==> src/rtl/sha256_pkg.sv <==
// Shared types, constants and round functions for the SHA-256 stream hasher.
// Depends on nothing; every RTL file of the hasher imports it.
`timescale 1ns / 1ps

package sha256_pkg;

    // One input word: a message byte with its presence and end marks.
    typedef struct packed {
        logic [7:0] msg_byte;
        logic       byte_present;
        logic       last_byte;
    } in_word_t;

    // One result word: the 256-bit digest, big-endian across four fields.
    typedef struct packed {
        logic [63:0] digest_word_a;
        logic [63:0] digest_word_b;
        logic [63:0] digest_word_c;
        logic [63:0] digest_word_d;
    } out_word_t;

    // First padding byte and the offset at which the length field starts.
    localparam logic [7:0] PAD_MARK    = 8'h80;
    localparam logic [5:0] LEN_OFFSET  = 6'd56;
    localparam logic [5:0] LAST_SLOT   = 6'd63;
    localparam logic [5:0] LAST_ROUND  = 6'd63;

    // Standard initial hash values.
    localparam logic [31:0] INIT_HASH [8] = '{
        32'h6a09e667, 32'hbb67ae85, 32'h3c6ef372, 32'ha54ff53a,
        32'h510e527f, 32'h9b05688c, 32'h1f83d9ab, 32'h5be0cd19
    };

    // Round constants.
    localparam logic [31:0] ROUND_K [64] = '{
        32'h428a2f98, 32'h71374491, 32'hb5c0fbcf, 32'he9b5dba5,
        32'h3956c25b, 32'h59f111f1, 32'h923f82a4, 32'hab1c5ed5,
        32'hd807aa98, 32'h12835b01, 32'h243185be, 32'h550c7dc3,
        32'h72be5d74, 32'h80deb1fe, 32'h9bdc06a7, 32'hc19bf174,
        32'he49b69c1, 32'hefbe4786, 32'h0fc19dc6, 32'h240ca1cc,
        32'h2de92c6f, 32'h4a7484aa, 32'h5cb0a9dc, 32'h76f988da,
        32'h983e5152, 32'ha831c66d, 32'hb00327c8, 32'hbf597fc7,
        32'hc6e00bf3, 32'hd5a79147, 32'h06ca6351, 32'h14292967,
        32'h27b70a85, 32'h2e1b2138, 32'h4d2c6dfc, 32'h53380d13,
        32'h650a7354, 32'h766a0abb, 32'h81c2c92e, 32'h92722c85,
        32'ha2bfe8a1, 32'ha81a664b, 32'hc24b8b70, 32'hc76c51a3,
        32'hd192e819, 32'hd6990624, 32'hf40e3585, 32'h106aa070,
        32'h19a4c116, 32'h1e376c08, 32'h2748774c, 32'h34b0bcb5,
        32'h391c0cb3, 32'h4ed8aa4a, 32'h5b9cca4f, 32'h682e6ff3,
        32'h748f82ee, 32'h78a5636f, 32'h84c87814, 32'h8cc70208,
        32'h90befffa, 32'ha4506ceb, 32'hbef9a3f7, 32'hc67178f2
    };

    // Round functions on the working variables.
    function automatic logic [31:0] big_sigma0(input logic [31:0] x);
        return {x[1:0], x[31:2]} ^ {x[12:0], x[31:13]} ^ {x[21:0], x[31:22]};
    endfunction

    function automatic logic [31:0] big_sigma1(input logic [31:0] x);
        return {x[5:0], x[31:6]} ^ {x[10:0], x[31:11]} ^ {x[24:0], x[31:25]};
    endfunction

    // Message schedule functions.
    function automatic logic [31:0] small_sigma0(input logic [31:0] x);
        return {x[6:0], x[31:7]} ^ {x[17:0], x[31:18]} ^ {3'b000, x[31:3]};
    endfunction

    function automatic logic [31:0] small_sigma1(input logic [31:0] x);
        return {x[16:0], x[31:17]} ^ {x[18:0], x[31:19]} ^ {10'b0, x[31:10]};
    endfunction

endpackage

==> src/rtl/sha256_stream_hasher.sv <==
// Top level of the SHA-256 stream hasher: byte intake, padding sequencer,
// one shared round unit and the digest output register. Uses sha256_pkg.
`timescale 1ns / 1ps

// SHA-256 over a byte stream, one byte per input word. The byte that
// completes a 64-byte block starts the single shared round unit, which runs
// 64 rounds, one a cycle, and then folds the result into the chaining
// value. A word marked last starts the padding sequencer, which pushes the
// pad bytes and the bit length through the same byte path at one byte a
// cycle and then runs one or two more compressions. The block is not ready
// while it compresses or pads. The digest sits in an output register, and
// the next message can stream in while it waits; only the next digest
// waits for the previous one to be taken.
module sha256_stream_hasher (
    input  logic                  clk,
    input  logic                  rst_n,
    input  logic                  in_valid,
    output logic                  in_ready,
    input  sha256_pkg::in_word_t  in_data,
    output logic                  out_valid,
    input  logic                  out_ready,
    output sha256_pkg::out_word_t out_data
);
    import sha256_pkg::*;

    typedef enum logic [4:0] {
        S_IDLE = 5'b00001,
        S_PAD  = 5'b00010,
        S_COMP = 5'b00100,
        S_ADD  = 5'b01000,
        S_OUT  = 5'b10000
    } state_t;

    state_t      state_reg, state_next;
    logic [5:0]  fill_reg, fill_next;
    logic [5:0]  round_reg, round_next;
    logic [63:0] bit_len_reg, bit_len_next;
    logic        pad_reg, pad_next;
    logic        mark_reg, mark_next;
    logic        spill_reg, spill_next;
    logic        out_valid_reg, out_valid_next;
    logic [31:0] chain_reg [8];
    logic [31:0] chain_next [8];
    logic [31:0] wv_reg [8];
    logic [31:0] wv_next [8];
    logic [31:0] w_reg [16];
    logic [31:0] w_next [16];
    out_word_t   out_data_reg, out_data_next;

    logic        in_fire;
    logic        ins_en;
    logic [7:0]  ins_byte;
    logic [7:0]  len_byte;
    logic [31:0] t1;
    logic [31:0] t2;
    logic [31:0] ch_val;
    logic [31:0] maj_val;
    logic [31:0] sched_new;
    logic        final_block;

    assign in_ready  = (state_reg == S_IDLE);
    assign in_fire   = in_valid && in_ready;
    assign out_valid = out_valid_reg;
    assign out_data  = out_data_reg;

    // Length field byte for slot 56 + k is bits 63-8k down to 56-8k.
    assign len_byte = 8'(bit_len_reg >> {~fill_reg[2:0], 3'b000});

    // The last compression of a message is the one after the length bytes.
    assign final_block = pad_reg && mark_reg && !spill_reg;

    // Shared round unit: while rounds run, the schedule line holds W[t..t+15].
    always_comb
    begin
        ch_val    = (wv_reg[4] & wv_reg[5]) ^ (~wv_reg[4] & wv_reg[6]);
        maj_val   = (wv_reg[0] & wv_reg[1]) ^ (wv_reg[0] & wv_reg[2])
                  ^ (wv_reg[1] & wv_reg[2]);
        t1        = wv_reg[7] + big_sigma1(wv_reg[4]) + ch_val + ROUND_K[round_reg]
                  + w_reg[0];
        t2        = big_sigma0(wv_reg[0]) + maj_val;
        sched_new = small_sigma1(w_reg[14]) + w_reg[9] + small_sigma0(w_reg[1]) + w_reg[0];
    end

    // Sequencer: intake, padding, rounds, chaining update and output.
    always_comb
    begin
        state_next     = state_reg;
        fill_next      = fill_reg;
        round_next     = round_reg;
        bit_len_next   = bit_len_reg;
        pad_next       = pad_reg;
        mark_next      = mark_reg;
        spill_next     = spill_reg;
        out_valid_next = out_valid_reg;
        out_data_next  = out_data_reg;
        chain_next     = chain_reg;
        wv_next        = wv_reg;
        w_next         = w_reg;
        ins_en         = 1'b0;
        ins_byte       = in_data.msg_byte;

        if (out_valid_reg && out_ready)
        begin
            out_valid_next = 1'b0;
        end

        unique case (state_reg)
            S_IDLE:
            begin
                if (in_fire)
                begin
                    pad_next = in_data.last_byte;
                    if (in_data.byte_present)
                    begin
                        ins_en       = 1'b1;
                        bit_len_next = bit_len_reg + 64'd8;
                    end
                    if (in_data.byte_present && fill_reg == LAST_SLOT)
                    begin
                        state_next = S_COMP;
                    end
                    else if (in_data.last_byte)
                    begin
                        state_next = S_PAD;
                    end
                end
            end
            S_PAD:
            begin
                ins_en    = 1'b1;
                mark_next = 1'b1;
                if (!mark_reg)
                begin
                    ins_byte = PAD_MARK;
                    // Marker lands past the length slot: a second block follows.
                    if (fill_reg >= LEN_OFFSET)
                    begin
                        spill_next = 1'b1;
                    end
                end
                else if (spill_reg || fill_reg < LEN_OFFSET)
                begin
                    ins_byte = 8'h00;
                end
                else
                begin
                    ins_byte = len_byte;
                end
                if (fill_reg == LAST_SLOT)
                begin
                    state_next = S_COMP;
                end
            end
            S_COMP:
            begin
                wv_next[7] = wv_reg[6];
                wv_next[6] = wv_reg[5];
                wv_next[5] = wv_reg[4];
                wv_next[4] = wv_reg[3] + t1;
                wv_next[3] = wv_reg[2];
                wv_next[2] = wv_reg[1];
                wv_next[1] = wv_reg[0];
                wv_next[0] = t1 + t2;
                for (int k = 0; k < 15; k++)
                begin
                    w_next[k] = w_reg[k + 1];
                end
                w_next[15] = sched_new;
                round_next = round_reg + 6'd1;
                if (round_reg == LAST_ROUND)
                begin
                    state_next = S_ADD;
                end
            end
            S_ADD:
            begin
                for (int k = 0; k < 8; k++)
                begin
                    chain_next[k] = chain_reg[k] + wv_reg[k];
                end
                if (final_block)
                begin
                    state_next = S_OUT;
                end
                else if (pad_reg)
                begin
                    spill_next = 1'b0;
                    state_next = S_PAD;
                end
                else
                begin
                    state_next = S_IDLE;
                end
            end
            S_OUT:
            begin
                if (!out_valid_reg || out_ready)
                begin
                    out_valid_next = 1'b1;
                    out_data_next  = '{digest_word_a: {chain_reg[0], chain_reg[1]},
                                       digest_word_b: {chain_reg[2], chain_reg[3]},
                                       digest_word_c: {chain_reg[4], chain_reg[5]},
                                       digest_word_d: {chain_reg[6], chain_reg[7]}};
                    chain_next     = INIT_HASH;
                    bit_len_next   = 64'd0;
                    fill_next      = 6'd0;
                    pad_next       = 1'b0;
                    mark_next      = 1'b0;
                    spill_next     = 1'b0;
                    state_next     = S_IDLE;
                end
            end
            default:
            begin
                state_next = S_IDLE;
            end
        endcase

        // Byte path: the schedule line doubles as the block buffer.
        if (ins_en)
        begin
            for (int k = 0; k < 15; k++)
            begin
                w_next[k] = {w_reg[k][23:0], w_reg[k + 1][31:24]};
            end
            w_next[15] = {w_reg[15][23:0], ins_byte};
            fill_next  = fill_reg + 6'd1;
            if (fill_reg == LAST_SLOT)
            begin
                wv_next = chain_reg;
            end
        end
    end

    // Control state.
    always_ff @(posedge clk or negedge rst_n)
    begin
        if (!rst_n)
        begin
            state_reg     <= S_IDLE;
            fill_reg      <= 6'd0;
            round_reg     <= 6'd0;
            bit_len_reg   <= 64'd0;
            pad_reg       <= 1'b0;
            mark_reg      <= 1'b0;
            spill_reg     <= 1'b0;
            out_valid_reg <= 1'b0;
            chain_reg     <= INIT_HASH;
        end
        else
        begin
            state_reg     <= state_next;
            fill_reg      <= fill_next;
            round_reg     <= round_next;
            bit_len_reg   <= bit_len_next;
            pad_reg       <= pad_next;
            mark_reg      <= mark_next;
            spill_reg     <= spill_next;
            out_valid_reg <= out_valid_next;
            chain_reg     <= chain_next;
        end
    end

    // Payload registers need no reset.
    always_ff @(posedge clk)
    begin
        wv_reg       <= wv_next;
        w_reg        <= w_next;
        out_data_reg <= out_data_next;
    end

    // The round counter only moves while rounds run.
    assert property (@(posedge clk) disable iff (!rst_n)
        (state_reg != S_COMP) |-> (round_reg == 6'd0))
        else $error("round counter left nonzero outside compression");

    // A block is complete whenever the round unit runs.
    assert property (@(posedge clk) disable iff (!rst_n)
        (state_reg == S_COMP) |-> (fill_reg == 6'd0))
        else $error("compression running with a partial block");

    // A spilled tail only exists after the marker byte of a padded message.
    assert property (@(posedge clk) disable iff (!rst_n)
        spill_reg |-> (pad_reg && mark_reg))
        else $error("spill flag set outside padding");

    // An end word without a byte goes straight to padding.
    assert property (@(posedge clk) disable iff (!rst_n)
        (in_fire && in_data.last_byte && !in_data.byte_present) |=> (state_reg == S_PAD))
        else $error("byte-free end word did not start padding");

    // A digest is only loaded from the output state.
    assert property (@(posedge clk) disable iff (!rst_n)
        $rose(out_valid_reg) |-> ($past(state_reg) == S_OUT))
        else $error("digest loaded outside the output state");

endmodule
==> config.mk <==
export PLATFORM = sky130hd
export DESIGN_NAME = sha256_stream_hasher
export DESIGN_NICKNAME = d
export VERILOG_FILES = /design/src/rtl/sha256_pkg.sv /design/src/rtl/sha256_stream_hasher.sv
export SDC_FILE = /design/constraint.sdc
export NUM_CORES = 2
export LEC_CHECK = 0
export ABC_CLOCK_PERIOD_IN_PS = 25800
export BUFFER_PORTS_ARGS = -buffer_cell sky130_fd_sc_hd__buf_4
export CAP_MARGIN = 20
export CORE_ASPECT_RATIO = 0.7
export CORE_UTILIZATION = 45
export CTS_BUF_LIST = sky130_fd_sc_hd__clkbuf_8
export DETAILED_ROUTE_END_ITERATION = 6
export GPL_TIMING_DRIVEN = 0
export SETUP_SLACK_MARGIN = 0.3
export SLEW_MARGIN = 20
export SYNTH_ARGS = -nofsm -noshare
export SYNTH_HDL_FRONTEND = slang
export SYNTH_SLANG_ARGS = --single-unit
==> constraint.sdc <==
create_clock -name clk -period 25.8 [get_ports clk]
set_clock_uncertainty 0.15 [all_clocks]
set_input_delay 5.16 -clock clk [delete_from_list [all_inputs] [get_ports clk]]
set_output_delay 5.16 -clock clk [all_outputs]
set_load 0.02 [all_outputs]
# Word-level counts from Yosys, hierarchy flattened
# Memories as Yosys holds them, arrays and structs flattened.
# Index checks and enable logic that the tools add are counted.
# word_totals
reg_bits,1365
romBits,2048
in_bits,14
output_inout_bits,258
elab_cells,173
memories,1
# op_classes
n_addsub,21
n_lt_le_gt_ge,3
eq_ne,17
n_shift,1
muxes,43
n_bitwise,19
reduce_logical,24
# mem_list
memory,depth,width,read_ports,rd_clocked_by_memory_dff,wr,line_no,rtl
(no name shown),64,32,1,0,0,sha256_stream_hasher.sv:78,t1 = wv_reg[7] + big_sigma1(wv_reg[4]) + ch_val + ROUND_K[round_reg]
# ops
operator,n
256-bit two-way mux,4
512-bit two-way mux,2
32-bit adder,18
256-bit case mux with 2 select lines,1
32-bit XOR,9
64-bit two-way mux,3
32-bit AND,5
64-bit case mux with 2 select lines,1
64-bit by 4-bit adder with 64-bit output (second input constant),1
32-bit two-way mux,2
64-bit by 6-bit >> shifter with 8-bit output,1
5-bit two-way mux,7
32-bit NOT,1
32-bit by 22-bit XOR with 32-bit output,1
32-bit by 29-bit XOR with 32-bit output,1
5-bit case mux with 5 select lines,1
8-bit two-way mux,3
6-bit two-way mux,3
2-bit != test (second input constant),7
6-bit by 1-bit adder with 6-bit output (second input constant),2
6-bit equality test (second input constant),2
2-bit nonzero test,6
1-bit two-way mux,11
2-bit AND reduction,4
23 further kinds,32

# Logic depth before layout (Yosys ltp)
# logic_depth
word_depth,10
ltp_mapped,37

# Worst setup path before layout
# OpenSTA, ideal clock, no wires.
# synth_timing
path_type,input -> register
startpoint,in in_valid
endpoint,reg w_reg[0] (netlist bit) (enable)
setup_time_ps,3641
arrival_ps,14511
t_required_ps,22009
setup_slack_ps,7498
path_stages,4
n_path_buf,2
cell_sequence,a31oi_1 clkbuf_1 clkbuf_1 nand2_1
# synth_via
elab_chain_cells,4
# synth_rtl
item,line_no,rtl
from (decl),sha256_stream_hasher.sv:17,"input logic in_valid,"
1-bit logical AND,sha256_stream_hasher.sv:62,assign in_fire = in_valid && in_ready;
1-bit two-way mux,sha256_stream_hasher.sv:110,if (in_fire)
1-bit case mux with 2 select lines,sha256_stream_hasher.sv:107,unique case (state_reg)
2-bit nonzero test (no source line),n/a,
to (signal assigned),sha256_stream_hasher.sv:268,w_reg <= w_next;
to (decl),sha256_stream_hasher.sv:46,logic [31:0] w_reg [16];
# No other way between the ends.
# A chain may end at the register's enable or synchronous reset.

==> results.yml <==
place:
  dp_hpwl_um: 274000
  numPortBuffers: 271
  gp_congestion: 1.05
global_route:
  grt_pass1_wl_um: 484000
  gr-total-overflow: 0
  grt_usage: 0.375
  antenna_found_initial: 27
  grt_pass1_vias: 65100
  grt_max_degree: 87
min_path:
  hold_path.startpoint: "fill_reg[5]$_DFFE_PN0P_"
  worstHoldPathType: "register to register"
  hold_end: "fill_reg[5]$_DFFE_PN0P_"
  hold_path_depth: 1
logic_synthesis:
  yosysSeqAreaShare: 0.452
  syn-cell-area_um2: 81400
  synth_ff_type: "edfxtp_1"
  yosysWarnings: 0
  synthArstFlopShare: 0.248
  synth_edf_count: 768
  syn_avg_cell_area_um2: 9.18
  yosysTopAreaCell: "edfxtp_1"
  synth.distinct_cells: 96
  synthTopCellsByArea: "edfxtp_1 28%, nand2_1 9.7%, dfxtp_1 6.3%"
  syn_nets: 9475
  synth_top_area_share: 0.283
  synth_cells: 8868
  synth-seq-cells: 1362
setup_path:
  cp_slowest_cell: "o21ai_0"
  slowest_delay_ps: 930
  arrival_ps: 12410
  path_buf_inv: 4
  worstPathMaxFanout: 11
  critPathCaptureType: "register"
  worstReg2RegEnd: "wv_reg[251]$_DFF_P_"
  critPathKind: "register to register"
  path_delay_family: "compound AO/OA/AOI/OAI gates"
  rr_worst_depth: 33
  r2r_slack_ps: 14140
  r2r_start: "round_reg[1]$_DFFE_PN0P_"
  crit_top_cell: "o21ai_0"
  cp-start-kind: "register"
  required_ps: 26540
clock_tree:
  h-tree-depth: 4
  cts.sinks: 1362
  post_cts_resized: 0
  clkTransAtPathRegs_ps: 70
  cts.path.max_buffers: 4
  cts_tree: "built"
  cts_root_buf: "clkbuf_8"
  holdBufCountCts: 0
  insertion_delay_ps: 1020
  numCtsBuffers: 226
  post_cts_buffers: 0
route:
  drtIter0Drc: 10400
  vias: 72200
  viasPerCell: 6.02
  ant_nets: 0
  routed_wl_um: 351000
  drc: 1
  firstDrtPassIters: 7
  wl_per_cell_um: 29.3
timing:
  hold_viol_final: 0
  slew_headroom: 0.0443
  fin_crit_ps: 11660
  fmaxAchievable_mhz: 85.7
  worst_pin_slew_ps: 1430
  slew_viol_final: 0
  min_period_over_period: 0.452
  setup_viol: 0
  rsz0062_at_grt: "false"
  setup-tns-final_ps: 0
floorplan:
  die_h_um: 358
  start_util: 0.454
  core_area_um2: 180000
  rows: 130
  die-area_um2: 183000
  io_pins: 272
  die_w_um: 510
final_layout:
  final_common_cell: "nand2_1"
  synthToLayoutAreaGrowth_pct: 12.9
  largest_reg_flops: 512
  mostFrequentLayoutCells: "2,093 x nand2_1, 768 x edfxtp_1, 579 x inv_1, 567 x o21ai_0, 560 x nor2_1"
  final_layout_size_suffix_gt1_frac: 0.0932
  nNetsFinal: 10000
job:
  maxCapViolCount: 0
run_status:
  violations: "design-rule violations"
  status: "finished, violations left"
per-stage QoR:
| stage | hold slack [ps] | util | std cells | area [um2] | setup WS (ps) |
|---|---|---|---|---|---|
| after floorplan | 301 | - | 8868 | 81400 | 7500 |
| after global placement | 326 | 0.481 | 11500 | 86400 | 173 |
| after detailed placement | 337 | 0.488 | 11600 | 87600 | 14870 |
| after CTS | 343 | 0.512 | 12000 | 91900 | 14810 |
| after global routing | 363 | 0.512 | 12000 | 91900 | 14120 |
| final | 349 | 0.512 | 12000 | 91900 | 14140 |
final cells by class:
| type | count | area, um2 |
|---|---|---|
| repair buffers | 315 | 3070 |
| diodes | 10 | 25.0 |
| inverters | 515 | 1930 |
| flip-flops and latches | 1362 | 36800 |
| plain buffers | 500 | 1950 |
| clock buffers | 245 | 3370 |
| well taps | 2376 | 2970 |
| fillers | 17000 | 87600 |
| multi-input cells | 6491 | 40900 |
| clock inverters | 170 | 950 |
synth_stat cells (all sizes together), types with 195 or more instances:
cell    instances
a31oi         250
inv           512
a21oi         494
dfxtp         256
nor2          561
xor2          271
nand2        2094
ha            398
edfxtp        768
o21ai         601
dfrtp         201
xnor2         348
clkbuf        473
fa            195
worst max path at each step:
stage,startpoint,to,cells after the start
floorplan,in_valid,w_reg[0]$_DFFE_PP_,4
detailed placement,round_reg[1]$_DFFE_PN0P_,wv_reg[251]$_DFF_P_,33
CTS,round_reg[1]$_DFFE_PN0P_,wv_reg[251]$_DFF_P_,33
finish,round_reg[1]$_DFFE_PN0P_,wv_reg[251]$_DFF_P_,33
global route,round_reg[1]$_DFFE_PN0P_,wv_reg[251]$_DFF_P_,33
global placement,in_valid,w_reg[440]$_DFFE_PP_,5
cell families (layout without fill, tap and decap cells):
kind of cell	Yosys count	count (layout)	share of synthesized area
other	0	10	0
flip-flops	1362	1362	0.452
multiplexers	91	91	0.0149
adder cells (fa/ha/maj)	596	596	0.109
AO/OA/AOI/OAI	1931	1931	0.144
AND/OR/NAND/NOR	3253	3253	0.165
XOR/XNOR	620	620	0.0669
buffers and inverters	1015	1745	0.0469
layer usage:
layer / track usage / wire length, um / vias to the layer above
met5: 0.00437 / 238 / -
met3: 0.164 / 54600 / 526
met1: 0.589 / 162000 / 35600
met4: 0.0957 / 9330 / 14
met2: 0.449 / 125000 / 4474
li1: - / - / 31500
Power is not shown: default switching activity piles up to over one toggle a cycle in this logic, so the estimate is an artifact.
